**src/rtl/utf8_whitespace_tokenizer_assert.svh**
```systemverilog
// Assertion macros for the UTF-8 whitespace tokenizer.
// No dependencies; included by the files that assert.
`ifndef UTF8_WHITESPACE_TOKENIZER_ASSERT_SVH
`define UTF8_WHITESPACE_TOKENIZER_ASSERT_SVH

// Property holds in the same cycle as its trigger.
`define UWT_ASSERT_NOW(label, clk, rst_n, ante, cons) \
	label: assert property (@(posedge clk) disable iff (!(rst_n)) (ante) |-> (cons)) \
		else $error("uwt assertion failed");

// Property holds in the cycle after its trigger.
`define UWT_ASSERT_NEXT(label, clk, rst_n, ante, cons) \
	label: assert property (@(posedge clk) disable iff (!(rst_n)) (ante) |=> (cons)) \
		else $error("uwt assertion failed");

`endif

```
**src/rtl/uwt_pkg.sv**
```systemverilog
// Package for the UTF-8 whitespace tokenizer: result types, codes, constants.
// No dependencies.
package uwt_pkg;

	localparam int OFFSET_WIDTH_DEF = 24;
	localparam int OFF_W            = 24;
	localparam int CNT_W            = 24;
	localparam int CP_W             = 21;

	localparam logic [CNT_W-1:0] COUNT_MAX = {CNT_W{1'b1}};

	// lead byte tags
	localparam logic [2:0] LEAD2_TAG = 3'h6;
	localparam logic [3:0] LEAD3_TAG = 4'hE;
	localparam logic [4:0] LEAD4_TAG = 5'h1E;

	typedef enum logic [1:0] {
		KIND_CHAR      = 2'd0,
		KIND_TOKEN_END = 2'd1,
		KIND_ERROR     = 2'd2
	} kind_t;

	typedef enum logic [1:0] {
		ERR_NONE      = 2'd0,
		ERR_ILLEGAL   = 2'd1,
		ERR_TRUNCATED = 2'd2
	} err_t;

	typedef struct packed {
		kind_t             kind;
		logic [CP_W-1:0]   code_point;
		logic [OFF_W-1:0]  byte_offset;
		logic [CNT_W-1:0]  token_count;
		err_t              error_code;
		logic              last_in_run;
	} result_t;

	// space, tab, LF, CR
	function automatic logic is_ws(input logic [CP_W-1:0] cp);
		return cp == CP_W'(32'h20) || cp == CP_W'(32'h09) ||
			cp == CP_W'(32'h0A) || cp == CP_W'(32'h0D);
	endfunction

endpackage

```
**src/rtl/utf8_whitespace_tokenizer.sv**
```systemverilog
// UTF-8 whitespace tokenizer: decoder, token tracking, 4-entry result buffer.
// Depends on uwt_pkg and utf8_whitespace_tokenizer_assert.svh.
// A byte waits in the input register until the buffer has room for two results;
// its results are written into the buffer that drives out_valid. Throughput: one
// byte per cycle while the buffer has room; it absorbs a character plus the token
// end at end of text. Reset (arst_n low) clears all control state at once.
`include "utf8_whitespace_tokenizer_assert.svh"

module utf8_whitespace_tokenizer
	import uwt_pkg::*;
#(
	parameter int OFFSET_WIDTH = OFFSET_WIDTH_DEF
) (
	input  logic             clk,
	input  logic             arst_n,
	input  logic             in_valid,
	output logic             in_ready,
	input  logic [7:0]       data_byte,
	input  logic             end_of_input,
	output logic             out_valid,
	input  logic             out_ready,
	output logic [1:0]       kind,
	output logic [CP_W-1:0]  code_point,
	output logic [OFF_W-1:0] byte_offset,
	output logic [CNT_W-1:0] token_count,
	output logic [1:0]       error_code,
	output logic             last_in_run
);

	localparam int EXT_W   = OFFSET_WIDTH + OFF_W;
	localparam int DEPTH   = 4;
	localparam int PTR_W   = $clog2(DEPTH);
	localparam int LEVEL_W = PTR_W + 1;

	// ---------------- input register ----------------
	logic       valid_s1;
	logic [7:0] data_byte_s1;
	logic       end_of_input_s1;
	logic       process;

	// ---------------- decoder / token state ----------------
	logic                    inside_token_q, inside_token_n;
	logic [OFFSET_WIDTH-1:0] token_start_q, token_start_n;
	logic [CNT_W-1:0]        chars_q, chars_n;
	logic [OFFSET_WIDTH-1:0] byte_counter_q;
	logic [1:0]              pending_q, pending_n;
	logic [CP_W-1:0]         partial_q, partial_n;
	logic [OFFSET_WIDTH-1:0] char_start_q, char_start_n;
	logic                    error_seen_q, error_seen_n;

	// results of the byte in the input register
	result_t res_a, res_b;
	logic    res_a_v, res_b_v;
	result_t slot0, slot1;
	logic [1:0] n_res;

	// ---------------- result buffer ----------------
	result_t            buf_q [DEPTH];
	logic [PTR_W-1:0]   wr_ptr_q, rd_ptr_q;
	logic [LEVEL_W-1:0] level_q;
	logic               pop;
	result_t            head;

	// The byte in the input register is processed once the buffer surely has
	// room for two results; a new byte is taken in the same cycle.
	assign process  = valid_s1 && (level_q <= LEVEL_W'(DEPTH - 2));
	assign in_ready = !valid_s1 || process;

	always_ff @(posedge clk or negedge arst_n) begin
		if (!arst_n) begin
			valid_s1 <= 1'b0;
		end else if (in_ready) begin
			valid_s1 <= in_valid;
		end
	end

	always_ff @(posedge clk) begin
		if (in_ready && in_valid) begin
			data_byte_s1    <= data_byte;
			end_of_input_s1 <= end_of_input;
		end
	end

	// Decode one byte, update token tracking and build up to two results:
	// res_a is a character, token end or illegal-lead error; res_b is the
	// end-of-text token end or truncation error.
	always_comb begin : decode
		logic [EXT_W-1:0] ext;
		logic [CP_W-1:0]  cp;
		logic             done;
		logic             illegal;
		logic [CNT_W-1:0] idx;

		ext            = '0;
		cp             = '0;
		done           = 1'b0;
		illegal        = 1'b0;
		idx            = '0;
		inside_token_n = inside_token_q;
		token_start_n  = token_start_q;
		chars_n        = chars_q;
		pending_n      = pending_q;
		partial_n      = partial_q;
		char_start_n   = char_start_q;
		error_seen_n   = error_seen_q;
		res_a          = '0;
		res_b          = '0;
		res_a_v        = 1'b0;
		res_b_v        = 1'b0;

		if (!error_seen_q) begin
			if (pending_q != 2'd0) begin
				// continuation byte, low six bits taken unchecked
				partial_n = {partial_q[CP_W-7:0], data_byte_s1[5:0]};
				pending_n = pending_q - 2'd1;
				done      = (pending_q == 2'd1);
				cp        = partial_n;
			end else begin
				char_start_n = byte_counter_q;
				if (!data_byte_s1[7]) begin
					done = 1'b1;
					cp   = CP_W'(data_byte_s1);
				end else if (data_byte_s1[7:5] == LEAD2_TAG) begin
					partial_n = CP_W'(data_byte_s1[4:0]);
					pending_n = 2'd1;
				end else if (data_byte_s1[7:4] == LEAD3_TAG) begin
					partial_n = CP_W'(data_byte_s1[3:0]);
					pending_n = 2'd2;
				end else if (data_byte_s1[7:3] == LEAD4_TAG) begin
					partial_n = CP_W'(data_byte_s1[2:0]);
					pending_n = 2'd3;
				end else begin
					illegal      = 1'b1;
					error_seen_n = 1'b1;
				end
			end

			if (done) begin
				if (is_ws(cp)) begin
					if (inside_token_q) begin
						ext               = {{OFF_W{1'b0}}, token_start_q};
						res_a_v           = 1'b1;
						res_a.kind        = KIND_TOKEN_END;
						res_a.byte_offset = ext[OFF_W-1:0];
						res_a.token_count = chars_q;
						res_a.error_code  = ERR_NONE;
						inside_token_n    = 1'b0;
						chars_n           = '0;
					end
				end else begin
					if (!inside_token_q) begin
						inside_token_n = 1'b1;
						token_start_n  = char_start_n;
						idx            = '0;
					end else begin
						idx = chars_q;
					end
					ext               = {{OFF_W{1'b0}}, char_start_n};
					res_a_v           = 1'b1;
					res_a.kind        = KIND_CHAR;
					res_a.code_point  = cp;
					res_a.byte_offset = ext[OFF_W-1:0];
					res_a.token_count = idx;
					res_a.error_code  = ERR_NONE;
					chars_n           = (idx == COUNT_MAX) ? idx : idx + CNT_W'(1);
				end
			end

			if (illegal) begin
				ext               = {{OFF_W{1'b0}}, byte_counter_q};
				res_a_v           = 1'b1;
				res_a.kind        = KIND_ERROR;
				res_a.byte_offset = ext[OFF_W-1:0];
				res_a.error_code  = ERR_ILLEGAL;
			end

			if (end_of_input_s1 && !error_seen_n) begin
				if (pending_n != 2'd0) begin
					// text ends inside a sequence
					ext               = {{OFF_W{1'b0}}, char_start_n};
					res_b_v           = 1'b1;
					res_b.kind        = KIND_ERROR;
					res_b.byte_offset = ext[OFF_W-1:0];
					res_b.error_code  = ERR_TRUNCATED;
				end else if (inside_token_n) begin
					ext               = {{OFF_W{1'b0}}, token_start_n};
					res_b_v           = 1'b1;
					res_b.kind        = KIND_TOKEN_END;
					res_b.byte_offset = ext[OFF_W-1:0];
					res_b.token_count = chars_n;
					res_b.error_code  = ERR_NONE;
				end
			end
		end
	end

	// Pack the results in order; the final one carries last_in_run.
	always_comb begin
		slot0 = res_a_v ? res_a : res_b;
		slot1 = res_b;
		n_res = 2'(res_a_v) + 2'(res_b_v);
		slot0.last_in_run = (n_res == 2'd1);
		slot1.last_in_run = 1'b1;
	end

	// State update; end of text returns everything to the reset state.
	always_ff @(posedge clk or negedge arst_n) begin
		if (!arst_n) begin
			inside_token_q <= 1'b0;
			token_start_q  <= '0;
			chars_q        <= '0;
			byte_counter_q <= '0;
			pending_q      <= 2'd0;
			partial_q      <= '0;
			char_start_q   <= '0;
			error_seen_q   <= 1'b0;
		end else if (process) begin
			if (end_of_input_s1) begin
				inside_token_q <= 1'b0;
				token_start_q  <= '0;
				chars_q        <= '0;
				byte_counter_q <= '0;
				pending_q      <= 2'd0;
				partial_q      <= '0;
				char_start_q   <= '0;
				error_seen_q   <= 1'b0;
			end else begin
				inside_token_q <= inside_token_n;
				token_start_q  <= token_start_n;
				chars_q        <= chars_n;
				pending_q      <= pending_n;
				partial_q      <= partial_n;
				char_start_q   <= char_start_n;
				error_seen_q   <= error_seen_n;
				// offset saturates at its all-ones value
				if (byte_counter_q != {OFFSET_WIDTH{1'b1}}) begin
					byte_counter_q <= byte_counter_q + OFFSET_WIDTH'(1);
				end
			end
		end
	end

	// ---------------- result buffer ----------------
	assign pop  = out_valid && out_ready;
	assign head = buf_q[rd_ptr_q];

	always_ff @(posedge clk) begin
		if (process) begin
			if (n_res != 2'd0) begin
				buf_q[wr_ptr_q] <= slot0;
			end
			if (n_res == 2'd2) begin
				buf_q[wr_ptr_q + PTR_W'(1)] <= slot1;
			end
		end
	end

	always_ff @(posedge clk or negedge arst_n) begin
		if (!arst_n) begin
			wr_ptr_q <= '0;
			rd_ptr_q <= '0;
			level_q  <= '0;
		end else begin
			if (process) begin
				wr_ptr_q <= wr_ptr_q + PTR_W'(n_res);
			end
			if (pop) begin
				rd_ptr_q <= rd_ptr_q + PTR_W'(1);
			end
			level_q <= level_q + (process ? LEVEL_W'(n_res) : LEVEL_W'(0))
				- LEVEL_W'(pop);
		end
	end

	assign out_valid   = (level_q != '0);
	assign kind        = head.kind;
	assign code_point  = head.code_point;
	assign byte_offset = head.byte_offset;
	assign token_count = head.token_count;
	assign error_code  = head.error_code;
	assign last_in_run = head.last_in_run;

	// ---------------- assertions ----------------
	`UWT_ASSERT_NOW(a_level_bound, clk, arst_n, 1'b1, level_q <= LEVEL_W'(DEPTH))
	`UWT_ASSERT_NOW(a_no_pend_in_err, clk, arst_n, pending_q != 2'd0, !error_seen_q)
	`UWT_ASSERT_NOW(a_count_outside, clk, arst_n, !inside_token_q, chars_q == '0)
	`UWT_ASSERT_NEXT(a_eoi_reset, clk, arst_n, process && end_of_input_s1,
		byte_counter_q == '0 && !inside_token_q && !error_seen_q)

endmodule
```
**config.mk**
```make
export PLATFORM = sky130hd
export DESIGN_NAME = utf8_whitespace_tokenizer
export DESIGN_NICKNAME = d
export VERILOG_FILES = /design/src/rtl/uwt_pkg.sv /design/src/rtl/utf8_whitespace_tokenizer.sv
export VERILOG_INCLUDE_DIRS = /design/src /design/src/rtl
export SDC_FILE = /design/constraint.sdc
export NUM_CORES = 1
export LEC_CHECK = 0
export ABC_AREA = 1
export ABC_CLOCK_PERIOD_IN_PS = 5500
export BUFFER_PORTS_ARGS = -buffer_cell sky130_fd_sc_hd__buf_2
export CAP_MARGIN = 15
export CELL_PAD_IN_SITES_DETAIL_PLACEMENT = 1
export CELL_PAD_IN_SITES_GLOBAL_PLACEMENT = 1
export CORE_MARGIN = 2
export CORE_UTILIZATION = 45
export DETAILED_ROUTE_END_ITERATION = 10
export PLACE_DENSITY = 0.86
export SYNTH_ARGS = -nofsm -noshare
export SYNTH_HDL_FRONTEND = slang
export SYNTH_SLANG_ARGS = --single-unit
export TNS_END_PERCENT = 5
```
**constraint.sdc**
```tcl
create_clock -name clk -period 5.5 [get_ports clk]
set_input_delay 1.1 -clock clk [delete_from_list [all_inputs] [get_ports clk]]
set_output_delay 1.1 -clock clk [all_outputs]
set_load 0.05 [all_outputs]
```
After elaboration in Yosys (flattened, before gate mapping)
Memory sizes are Yosys's and may differ from the RTL's.
Index checks and enable logic that the tools add are counted.
W data, S select, Z words.
Storage, ports and cells
  memories kept: 1
  ROM bits: 0
  bits in registers: 132
  input bits: 13
  memory bits (writable): 296
  bits in latches: 0
Memory list
  buf_q: words 4, bits a word 74, rd ports 1, clocked after Yosys merged registers in 0, wr ports 2, line utf8_whitespace_tokenizer.sv:58  | result_t buf_q [DEPTH];
Cells by class
  $add $sub $neg: 9
  order comparisons: 1
  $mul: 0
  divide/modulo/power cells: 0
  bitwise operators: 0
  muxes and demuxes: 91
  shift operators: 0
  eq/ne operators: 13
  reductions and logical operators: 20
Operators by type and width (count)
  $mux W24: 23
  $mux W50: 5
  $mux W73: 2
  $mux W15: 7
  $mux W74: 1
  $eq A21 B4 Y1 const B: 3
  $mux W21: 3
  $add A24 B1 Y24 const B: 2
  $mux W1: 33
  $mux W2: 16
  $eq A24 B24 Y1 const B: 1
  $ne A24 B24 Y1 const B: 1
  $eq A21 B6 Y1 const B: 1
  $reduce_bool A2 Y1: 4
  $mux W7: 1
  $reduce_bool A3 Y1: 2
  $eq A5 B5 Y1 const B: 1
  $reduce_bool A5 Y1: 1
  $add A2 B1 Y2 const B: 2
  $eq A2 B1 Y1 const B: 2
  $eq A4 B4 Y1 const B: 1
  $logic_and A1 B1 Y1: 4
  $logic_or A1 B1 Y1: 4
  $reduce_and A2 Y1: 2
  11 further kinds: 12

Logic depth before layout (Yosys ltp)
Gate-level depths: netlist of run 1.
  depth in word-level cells: 19
  depth in mapped cells: 21
  gate-level depth less buffers: 19

Worst setup path after synthesis of run 1
No wires, ideal clock.
  path kind: flip-flop to flip-flop
  from: reg data_byte_s1[5]
  to: mem buf_q[3][10] (netlist name) (enable)
  data arrival time: 3635 ps
  path slack: 1459 ps
  cell stages (with the launch flop): 19
  library setup time: 406 ps
  buffers on the path: 1
  cells stage by stage: edfxtp_1 inv_1 nor2_1 o21ai_0 nand3_1 inv_2 nor2_1 nand2_1 a21oi_2 buf_4 inv_1 nand2_1 inv_1 ha_1 nor2_1 inv_2 nor2_1 nor2_1 inv_1
RTL lines
  start: declaration: line utf8_whitespace_tokenizer.sv:37  | logic [7:0] data_byte_s1;
  start signal: assignment: line utf8_whitespace_tokenizer.sv:79  | data_byte_s1 <= data_byte;
  end: declaration: line utf8_whitespace_tokenizer.sv:58

==> run summary, run 1 <==
After clock tree synthesis, the clock-pin slew on the worst setup and hold paths is 0.06 ns. Of the total synthesized cell area, the portion taken by AND, OR, NAND and NOR gates is 28.55%. In this run the remaining antenna-violating nets after routing total 0. The die is 228.5 µm wide. Post-CTS repair changed the size of 0 cells.

The first detailed-routing pass ran for 5 iterations. The latest clock arrival within the worst-skew pair is ~0.60 ns. The class of the tightest hold or removal check is reg -> reg. The number of antenna violations at the first check in global routing is 0.

The last weighted congestion value of the routability-driven placer is 0.9207. The cell row count came out at 82. For this block, the routed nets add up to 81570 µm of wire.

The total power per unit cell area is 575.9 nW/µm². The number of flops mapped to enable cells by yosys came out at 213. The remaining global-route overflow came out at 0. Data on the critical path is required at its endpoint by 5.91 ns. The worst setup path is launched from a register. The static leakage is 10.58 nW. The worst ir drop on vdd came out at roughly 0.42 mV.

The proportion of synthesized area in mux cells came out at 0%. The floorplan step defined a core boundary enclosing 49970 µm². The post-route DRC violation count came out at 0. In the final routed layout, each cell accounts on average for 22.55 µm.

The largest family of logic cells by synthesized area is simple AND/OR/NAND/NOR gates. The share of the clock period used by the worst path is 87.35%. The post-synthesis net count came out at roughly 2900. The most used flip-flop cell after synthesis is edfxtp_1. Detailed routing placed a total of 40120 µm of wire on met2.

Dividing the detail-routed via count by the number of cells gives approximately 6.0. Detailed routing placed a total of 5517 µm of wire on met3. For this run, the number of Yosys warnings is 0. The data arrival time of the critical path came out at 5.21 ns. With fillers left out, the area of the finished cells amounts to 25290 µm².

The layout overhead on the synthesized area came out at 11.55%. The sequential area share after synthesis came out at approximately 50%. The worst-case headroom to the max-slew limit came out at 23.42%.

The total number of clock tree sinks came out at 428. Pin placement for this block handled between 80 and 90 I/O pins. The number of H-tree levels came out at 2. After routing, the total negative slack on setup checks comes to 0 ns. After detailed routing, no signal wire sits above met4. The run finished with clean final reports.

Setup repair after global routing left no endpoint under its margin. The vertical extent of the die is 228.5 µm. The number of antenna diodes in the final layout is 0. The number of DRC markers in iteration 0 came out at 1693. The area enclosed by the die boundary came out at 52190 µm². The setup path with the least slack is of type reg -> reg. In the final routing, the length of wire on met1 measures approximately 33000 µm. The total CTS buffers came out at 47.

The synthesized instance count came out at 2922. The area share of xor/xnor cells in the synthesized design is approximately 1.2%. The core occupancy in the finished layout is 50.61%. The area fraction in compound gates after synthesis came out at 13.37%. In this run, distinct cell masters in the synthesized netlist total 43.

The highest fanout seen on the critical path is 62. The total placed cells including tap cells came out at 3529. The starting density of the core is around 45%.

In the synthesized netlist the async set-or-reset flop fraction comes to between 20% and 30%. The maximum number of pins on one net before global-route repair came out at 117. The setup clock skew after layout is ~0.015 ns.

The adder and majority gate portion of the synthesized area came out at 0.5850%. The overall global routing resource usage is ~31%. In this run the cell area measured after placement is 23640 µm². The minimum hold slack is approximately 0.46 ns. The TritonCTS clock tree is yes. The worst setup path is captured at a register.

The final layout net count came out at a little under 3000. The number of fill cells in the layout came out at ~6000. The overall via count from detail_route came out at ~22000.

The first global-routing pass estimated 128300 µm of wire. For this run, the number of standard cells in the final layout without fillers is 3617. The number of hold buffers added after CTS was 0. The average size of a mapped cell came out at 7.759 µm².

The share of layout cells above drive strength 1 is 9.100%. The placed wire-length estimate after detailed placement came out at 50190 µm. The post-synthesis instance area came out at 22670 µm². The synthesized flop and latch total came out at 428.

The number of setup buffers added after CTS is 0. The tree is rooted in a clkbuf_16. The highest clock frequency the design can meet came out at 0.2081 GHz. The tool flagged a number of max-cap violations equal to 0.

The number of buffers inserted by port buffering came out at a little under 90. Summing all multi-input logic gate instances after layout gives ~10000 µm². The maximum number of buffers from clock root to sink is 3.

The max-slew violation count came out at 0. The number of global-route vias before repair came out at around 23000. Registers take 11320 µm². The shortest clock period the worst path allows after layout came out at 4.805 ns. The final count of negative-setup-slack endpoints came out at 0. The worst-margin pin slew came out at around 1.1 ns. The number of hold violations in the final report came out at 0.
-- cell usage after synthesis (all sizes together), types with 56 or more instances --
library cell | number | area share [%]
nand2 | 984 | 16
o21ai | 333 | 7.6
nand3 | 262 | 5.8
nor2 | 244 | 4.2
edfxtp | 213 | 28
inv | 163 | 2.7
clkbuf | 136 | 2.3
dfrtp | 123 | 14
dfxtp | 92 | 8.1
o22ai | 83 | 2.3
buf | 62 | 1.4
a22o | 56 | 2.2
-- metal layers --
layer | track usage (%) | vias to the layer above
met5 | 0 | -
met1 | 38.42 | 10860
met4 | 14.62 | 0
met3 | 4.242 | 228
met2 | 53.19 | 852
li1 | - | 9744
-- where the power goes --
part / internal [W] / total (W) / leakage [nW] / switching [W]
Combinational: 0.00130 / 0.00682 / 5.36 / 0.00553
Clock: 0.00198 / 0.00333 / 0.811 / 0.00135
Sequential: 0.00404 / 0.00441 / 4.41 / 0.000372
-- critical path: stages, from the launching register on --
cell      delay [ns]
edfxtp_1        0.40
inv_1           0.10
nor2_1          0.19
o21ai_0         0.20
nand3_1         0.22
inv_2           0.07
nor2_1          0.13
nand2_1         0.08
a21oi_2         0.14
buf_4           0.35
inv_1           0.29
nand2_1         0.19
inv_1           0.07
ha_1            0.20
nor2_1          0.13
inv_2           0.11
nor3_4          0.17
buf_4           0.77
inv_1           0.44
o21ai_0         0.33
-- flip-flops by register name, summed over array words and instances (netlist names) --
register,count
buf_q,296
byte_counter_q,24
char_start_q,24
chars_q,24
token_start_q,24
partial_q,15
data_byte_s1,8
level_q,3
pending_q,2
rd_ptr_q,2
wr_ptr_q,2
end_of_input_s1,1
error_seen_q,1
inside_token_q,1
valid_s1,1
-- logic make-up after synthesis --
logic type | after synthesis
DFF | 428
xor gates and xnor gates | 32
buffers and inverters | 362
and+or+nand+nor | 1574
adders and majority gates | 10
AOI/OAI and AO/OA | 516
-- worst paths after layout --
path | cells after the start | to | slack [ns] | start
worst max-delay path | 19 | buf_q[0][7] | 0.70 | data_byte_s1[5]
worst min-delay path | 2 | buf_q[3][1] | 0.46 | buf_q[3][1]
worst max register to register | 19 | buf_q[0][7] | 0.70 | data_byte_s1[5]
worst min register to register | 2 | buf_q[3][1] | 0.46 | buf_q[3][1]
max in group asynchronous | 2 | rd_ptr_q[1] | 3.79 | arst_n
min in group asynchronous | 1 | token_start_q[11] | 0.52 | arst_n
-- cell usage in the layout (no fill, tap or decap), drive strengths merged, types with 9 or more instances in the layout --
cell,Yosys,routed
nand2,984,984
o21ai,333,333
nand3,262,262
nor2,244,244
edfxtp,213,213
inv,163,162
buf,62,134
dfrtp,123,123
dfxtp,92,92
o22ai,83,83
clkbuf,136,70
a22o,56,56
nor3,49,49
nand4,24,24
xor2,23,23
a21oi,20,20
clkinv,1,16
o31ai,14,14
xnor2,9,9
ha,9,9
-- layout make-up --
| type | instances | share of cell area [%] |
|---|---|---|
| timing repair buffer | 134 | 3.444 |
| tap | 672 | 3.325 |
| multi-input combinational | 2132 | 39.59 |
| sequential | 428 | 44.78 |
| inverter | 164 | 2.449 |
| clock inverter | 17 | 0.6135 |
| clock buffer | 70 | 5.804 |
-- metrics by stage --
stage,total power (W),setup slack [ns]
2_1_floorplan,0.008900,1.459
3_3_place_gp,0.01093,1.129
3_5_place_dp,0.01114,0.7698
4_1_cts,0.01449,0.7068
5_1_grt,0.01508,0.3274
6_report,0.01456,0.6955
Power figures use the tool's default switching activity.
==> run 2: changes to the inputs <==
==> constraint.sdc (replaced) <==
create_clock -name clk -period 5.5 [get_ports clk]
set_input_delay 0.825 -clock clk [delete_from_list [all_inputs] [get_ports clk]]
set_output_delay 0.825 -clock clk [all_outputs]
set_load 0.05 [all_outputs]
==> run 2 against run 1 <==
Against the previous run:
- non-clock buffer count down 4
- clock-buffer cell count down 1
- largest power group unchanged
- fmax up 2.2%
- final cell count about the same
- sequential cell count unchanged
- combinational power about the same
- via count about the same
- power about the same
- setup slack better by 0.10 ns
- largest cell class unchanged
==> run summary, run 2 (synthesized netlist as in run 1, its figures left out) <==
Status: completed (unchanged). The total iterations of the first detailed-routing run came out at 7 (was 5). The number of placed I/O pins came out at 89 (unchanged). The final layout net count was 2928 (was 2930).

The remaining global-route overflow came out at 0 (unchanged). The type of the setup path with the least slack is reg -> reg (unchanged). Cells traversed along the worst timing path: inv_1 > nor2_1 > o21ai_0 > nand3_1 > inv_2 > nor2_1 > nand2_1 > a21oi_2 > buf_4 > inv_1 > nand2_1 > inv_1 > ha_1 > nor2_1 > inv_2 > nor2_4 > buf_4 > inv_1 > o21ai_0 (was inv_1 > nor2_1 > o21ai_0 > nand3_1 > inv_2 > nor2_1 > nand2_1 > a21oi_2 > buf_4 > inv_1 > nand2_1 > inv_1 > ha_1 > nor2_1 > inv_2 > nor3_4 > buf_4 > inv_1 > o21ai_0).

The number of fill cells in the layout was 6110 (was 6179). The number of global-route vias before repair is 23150 (was 22990). The shortest clock period the worst path allows after layout came out at 4.701 ns (was 4.805 ns). The number of setup buffers added after CTS was 0 (unchanged). The number of hold violations in the final report is 0 (unchanged). The wire length after detailed routing came out at 80570 µm (was 81570 µm).

The total power per unit cell area came out at 576.1 nW/µm² (was 575.9 nW/µm²). The number of H-tree levels is 2 (unchanged). The area enclosed by the die boundary is 52190 µm² (unchanged).

The total CTS buffers is 49 (was 47). The total power after layout is 0.01457 W (was 0.01456 W). The highest fanout seen on the critical path is 62 (unchanged).

The commonest non-fill, non-tap cell in the layout is nand2_1 (unchanged). The worst ir drop on vdd was 0.5223 mV (was 0.4162 mV). The number of DRC markers in iteration 0 came out at 1711 (was 1693). The placed wire-length estimate after detailed placement came out at 49920 µm (was 50190 µm). The static leakage came out at 10.58 nW (about the same). The average via count per standard cell is 5.988 (was 5.994).

The number of inserted diodes is 0 (unchanged). The instance count on the critical path came out at 19 (unchanged). The overall global routing resource usage is 30.46% (was 30.90%). The register with the highest flop count was buf_q (unchanged). The data required time of the worst path was 5.93 ns (was 5.91 ns).

The last weighted congestion value of the routability-driven placer came to 0.9791 (was 0.9207). The post-cts sizing count came to 0 (unchanged). The area of the placeable core is 49970 µm² (unchanged). The final total negative setup slack was 0 ns (unchanged).

The launching element type of the critical path is a register (unchanged). The layout overhead on the synthesized area is 11.60% (was 11.55%). The total of hold buffers inserted after clock tree synthesis is 0 (unchanged).

The detail-routed net length per standard cell is 22.27 µm (was 22.55 µm). The vertical extent of the die came out at 228.5 µm (unchanged). The largest stage delay on the critical path is 0.77 ns (about the same). The cell row count came out at 82 (unchanged).

The highest clock frequency the design can meet was 0.2127 GHz (was 0.2081 GHz). The number of maximum-capacitance violations came out at 0 (unchanged). Commonest non-fill, non-tap cells in the layout: nand2_1, o21ai_0, nand3_1, nor2_1, edfxtp_1 (unchanged).

The maximum number of buffers from clock root to sink is 3 (unchanged). The wire length of the first global-routing pass came out at 126300 µm (was 128300 µm). The root buffer selected by CTS was clkbuf_16 (unchanged).

The kind of cell with the highest combined delay on the critical path is buffers and inverters (unchanged). The highest-delay cell along the critical path is buf_4 (unchanged). The origin of the critical flop-to-flop path was data_byte_s1[5] (unchanged). The share of the clock period used by the worst path is 85.48% (was 87.35%). The total number of clock tree sinks came to 428 (unchanged).

The TritonCTS clock tree is yes (unchanged). The share of layout cells above drive strength 1 came out at 8.995% (was 9.100%). The clock edge transition at the registers on the reported setup and hold paths is 0.06 ns (about the same). The flip-flop count of the largest register after layout was 296 (unchanged). The overall via count from detail_route came out at 21670 (was 21680). The overall die width is 228.5 µm (unchanged). The class of the tightest hold or removal check is in -> async (was reg -> reg).

The worst-case headroom to the max-slew limit came to 22.02% (was 23.42%). The core occupancy in the finished layout is 50.63% (was 50.61%). The worst-margin pin slew is 1.162 ns (was 1.141 ns). The kind of capture point of the worst setup path is a register (unchanged). The number of antenna violations at the first check in global routing came out at 1 (was 0). The setup clock skew after layout is 0.02309 ns (was 0.01519 ns). The max-slew violation count came out at 0 (unchanged).

The most frequent cell on the critical path is inv_1 (unchanged). The number of buffers and inverters on the critical path came out at 8 (unchanged). The number of buffers inserted by port buffering is 88 (unchanged).

The maximum number of pins on one net before global-route repair is 151 (was 117). The final count of negative-setup-slack endpoints came out at 0 (unchanged). The latest clock arrival within the worst-skew pair was 0.62 ns (was 0.60 ns). The data arrival time of the critical path is 5.13 ns (was 5.21 ns). The starting density of the core is 45.37% (unchanged). Unrepaired setup endpoints after global routing: false (unchanged).

The origin of the worst setup path is data_byte_s1[5] (unchanged). The path depth of the worst reg2reg path came out at 19 (unchanged). The number of nets still failing antenna checks after routing came out at 0 (unchanged).

The post-route DRC violation count was 0 (unchanged).
run 2: changes by cell type in the layout (fill, tap and decap cells not counted), sizes merged:
| cell | delta |
|---|---|
| clkbuf | -1 |
| clkinv | +2 |
| buf | -4 |
| inv | +3 |
| bufinv | +1 |
run 2: layer usage:
layer	track usage, %	up-vias	share of wire, %
met1	36.24	10830	39
met3	4.666	222	6.4
li1	-	9765	-
met5	0.8272	-	0.072
met4	14.62	2	4.2
met2	53.79	842	50
run 2: layout make-up:
class | count | area (µm²) | area share, %
flip-flops and latches | 428 | 11320 | 44.76
multi-input cells | 2132 | 10010 | 39.55
clock buffers | 69 | 1405 | 5.554
well taps | 672 | 840.8 | 3.323
repair buffers | 130 | 820.8 | 3.244
inverters | 164 | 619.3 | 2.448
clock inverters | 23 | 284.0 | 1.123
run 2: power by group:
part           internal, W  leakage (nW)  switching (W)  total [W]
Sequential         0.00404          4.41       0.000327    0.00436
Clock              0.00200         0.832        0.00142    0.00342
Combinational      0.00128          5.34        0.00552    0.00680
Total              0.00731          10.6        0.00726     0.0146
run 2: worst paths after layout:
path	slack, ns	end
worst max-delay path	0.80	buf_q[3][72]
worst min-delay path	0.19	char_start_q[16]
worst max register to register	0.80	buf_q[3][72]
worst min register to register	0.46	buf_q[1][52]
max in group asynchronous	4.09	char_start_q[0]
min in group clk	0.38	data_byte_s1[1]
run 2: metrics by stage:
step	hold slack [ns]	cells	area (µm²)	worst slack, ns
floorplan	0.4136	2922	22670	1.459
global placement	0.4285	3526	23610	1.226
detailed placement	0.4478	3526	23610	0.9759
CTS	0.2021	3618	25300	0.9039
global route	0.2276	3618	25300	0.4732
finish	0.1900	3618	25300	0.7986
==> run 3: changes to the inputs <==
- MAX_ROUTING_LAYER: not set -> met4
==> run 3 against run 2 <==
Against the previous run:
- global-route usage up 1.2 points
- non-clock buffer count up 2
- via count up 0.29%
- clock power about the same
- combinational power down 0.9%
- cell area about the same
- register-to-register slack better by 0.13 ns
- sequential share of layout area about the same
- setup slack better by 0.13 ns
- die area unchanged
- sequential cell count unchanged
- critical endpoint is now buf_q[2][8]
- largest cell class unchanged
- highest routed layer is now met4
==> run summary, run 3 (synthesized netlist as in run 1, its figures left out) <==
The flip-flop count of the largest register after layout came out at 296 (unchanged). The highest clock frequency the design can meet was 0.2186 GHz (was 0.2127 GHz). The static leakage came out at 10.56 nW (was 10.58 nW).

The clock edge transition at the registers on the reported setup and hold paths is 0.06 ns (about the same). The average via count per standard cell is 6.002 (was 5.988). The setup clock skew after layout is 0.02345 ns (was 0.02309 ns). The commonest non-fill, non-tap cell in the layout is nand2_1 (unchanged). The maximum number of buffers from clock root to sink is 3 (unchanged). The share of layout cells above drive strength 1 came to 9.159% (was 8.995%).

The total of hold buffers inserted after clock tree synthesis was 0 (unchanged). The worst-margin pin slew is 1.260 ns (was 1.162 ns). The final count of negative-setup-slack endpoints is 0 (unchanged). The kind of capture point of the worst setup path is a register (unchanged). The final layout net count is 2930 (was 2928).

The maximum number of pins on one net before global-route repair came out at 112 (was 151). The highest-delay cell along the critical path is buf_4 (unchanged). The worst-case headroom to the max-slew limit came to 16.02% (was 22.02%). The area of the placeable core was 49970 µm² (unchanged).

The number of buffers and inverters on the critical path is 8 (unchanged). The largest stage delay on the critical path was 0.72 ns (was 0.77 ns). The shortest clock period the worst path allows after layout is 4.575 ns (was 4.701 ns).

The area enclosed by the die boundary came to 52190 µm² (unchanged). The overall die width came out at 228.5 µm (unchanged). Status: completed (unchanged). The total CTS buffers came out at 49 (unchanged). The number of nets still failing antenna checks after routing is 0 (unchanged). The number of placed I/O pins came to 89 (unchanged). The number of antenna violations at the first check in global routing came out at 0 (was 1). The final total negative setup slack is 0 ns (unchanged). The share of the clock period used by the worst path is 83.18% (was 85.48%). The vertical extent of the die is 228.5 µm (unchanged). The number of hold violations in the final report came out at 0 (unchanged). The post-route DRC violation count is 0 (unchanged). The worst ir drop on vdd is 0.5439 mV (was 0.5223 mV). The total power per unit cell area came to 576.8 nW/µm² (was 576.1 nW/µm²). The last weighted congestion value of the routability-driven placer came to 0.9922 (was 0.9791). The wire length of the first global-routing pass came out at 127300 µm (was 126300 µm). The total iterations of the first detailed-routing run came out at 6 (was 7). Unrepaired setup endpoints after global routing: false (unchanged).

The max-slew violation count is 0 (unchanged). The number of global-route vias before repair came to 23090 (was 23150). The number of maximum-capacitance violations came out at 0 (unchanged). The number of H-tree levels is 2 (unchanged).

The root buffer selected by CTS is clkbuf_16 (unchanged). The type of the setup path with the least slack was reg -> reg (unchanged). The number of DRC markers in iteration 0 came out at 1877 (was 1711). Cells traversed along the worst timing path: inv_1 > nor2_1 > o21ai_0 > nand3_1 > inv_2 > nor2_1 > nand2_1 > a21oi_2 > buf_4 > inv_1 > nand2_1 > inv_1 > ha_1 > nor2_1 > inv_2 > nor3_4 > buf_4 > inv_1 > o21ai_0 (was inv_1 > nor2_1 > o21ai_0 > nand3_1 > inv_2 > nor2_1 > nand2_1 > a21oi_2 > buf_4 > inv_1 > nand2_1 > inv_1 > ha_1 > nor2_1 > inv_2 > nor2_4 > buf_4 > inv_1 > o21ai_0). The layout overhead on the synthesized area came out at 11.52% (was 11.60%).

The number of fill cells in the layout is 6140 (was 6110). The minimum hold slack came out at 0.1728 ns (was 0.1900 ns). The data required time of the worst path is 5.92 ns (was 5.93 ns). The post-cts sizing count is 0 (unchanged). The starting density of the core is 45.37% (unchanged). The placed wire-length estimate after detailed placement is 50220 µm (was 49920 µm). The kind of cell with the highest combined delay on the critical path is buffers and inverters (unchanged). The cell row count came out at 82 (unchanged). The data arrival time of the critical path came out at 5.00 ns (was 5.13 ns).

The overall global routing resource usage is 31.66% (was 30.46%). The wire length after detailed routing is 80860 µm (was 80570 µm). The detail-routed net length per standard cell is 22.34 µm (was 22.27 µm). The launching element type of the critical path is a register (unchanged).

The number of buffers inserted by port buffering came out at 88 (unchanged). The class of the tightest hold or removal check was in -> async (unchanged). The total number of clock tree sinks came out at 428 (unchanged). The register with the highest flop count is buf_q (unchanged). The area of all sequential standard cells came out at 11320 µm² (unchanged). The area taken by multi-input logic gates came to 10010 µm² (unchanged). The number of inserted diodes came to 0 (unchanged).

The most frequent cell on the critical path is inv_1 (unchanged). The highest fanout seen on the critical path is 62 (unchanged). The TritonCTS clock tree is yes (unchanged).

Commonest non-fill, non-tap cells in the layout: nand2_1, o21ai_0, nand3_1, nor2_1, edfxtp_1 (unchanged). The latest clock arrival within the worst-skew pair was 0.61 ns (was 0.62 ns). The overall via count from detail_route is 21730 (was 21670). The remaining global-route overflow is 0 (unchanged). The number of setup buffers added after CTS is 0 (unchanged). The reg2reg setup slack is 0.92 ns (was 0.80 ns).
==> run 3: layer usage <==
layer / global-route usage [%] / vias to the layer above / routed length [µm]
li1: - / 9770 / -
met1: 36.83 / 10830 / 31880
met2: 54.81 / 860 / 40420
met3: 4.603 / 269 / 5220
met4: 13.28 / 0 / 3344
met5: - / - / 0
==> run 3: final timing paths <==
| check | endpoint | start | cells after the start |
|---|---|---|---|
| setup / recovery | buf_q[2][8] | data_byte_s1[5] | 19 |
| hold / removal | token_start_q[8] | arst_n | 1 |
| setup reg to reg | buf_q[2][8] | data_byte_s1[5] | 19 |
| hold reg to reg | buf_q[2][1] | buf_q[2][1] | 2 |
| max in group asynchronous | byte_counter_q[19] | arst_n | 2 |
| min in group clk | data_byte_s1[1] | data_byte[1] | 1 |
==> run 3: through the flow <==
stage | util [%] | instances | instance area [µm²] | setup WS, ns | total power (W)
floorplan | - | 2922 | 22670 | 1.459 | 0.008900
CTS | 50.60 | 3620 | 25280 | 1.017 | 0.01452
global route | 50.60 | 3620 | 25280 | 0.5871 | 0.01515
global placement | 47.23 | 3528 | 23600 | 1.235 | 0.01085
finish | 50.60 | 3620 | 25280 | 0.9249 | 0.01458
detailed placement | 47.23 | 3528 | 23600 | 1.049 | 0.01107
==> run 3: final cells by class <==
cell class	count	share of cell area (%)
Clock buffer	68	5.498
Clock inverter	24	1.153
Inverter	164	2.450
Multi-Input combinational cell	2132	39.58
Sequential cell	428	44.79
Tap cell	672	3.326
Timing Repair Buffer	132	3.207
==> run 3: report_power, final <==
part           switching, W  internal (W)
Clock               0.00143       0.00202
Sequential         0.000355       0.00404
Combinational       0.00548       0.00126
Total               0.00727       0.00731
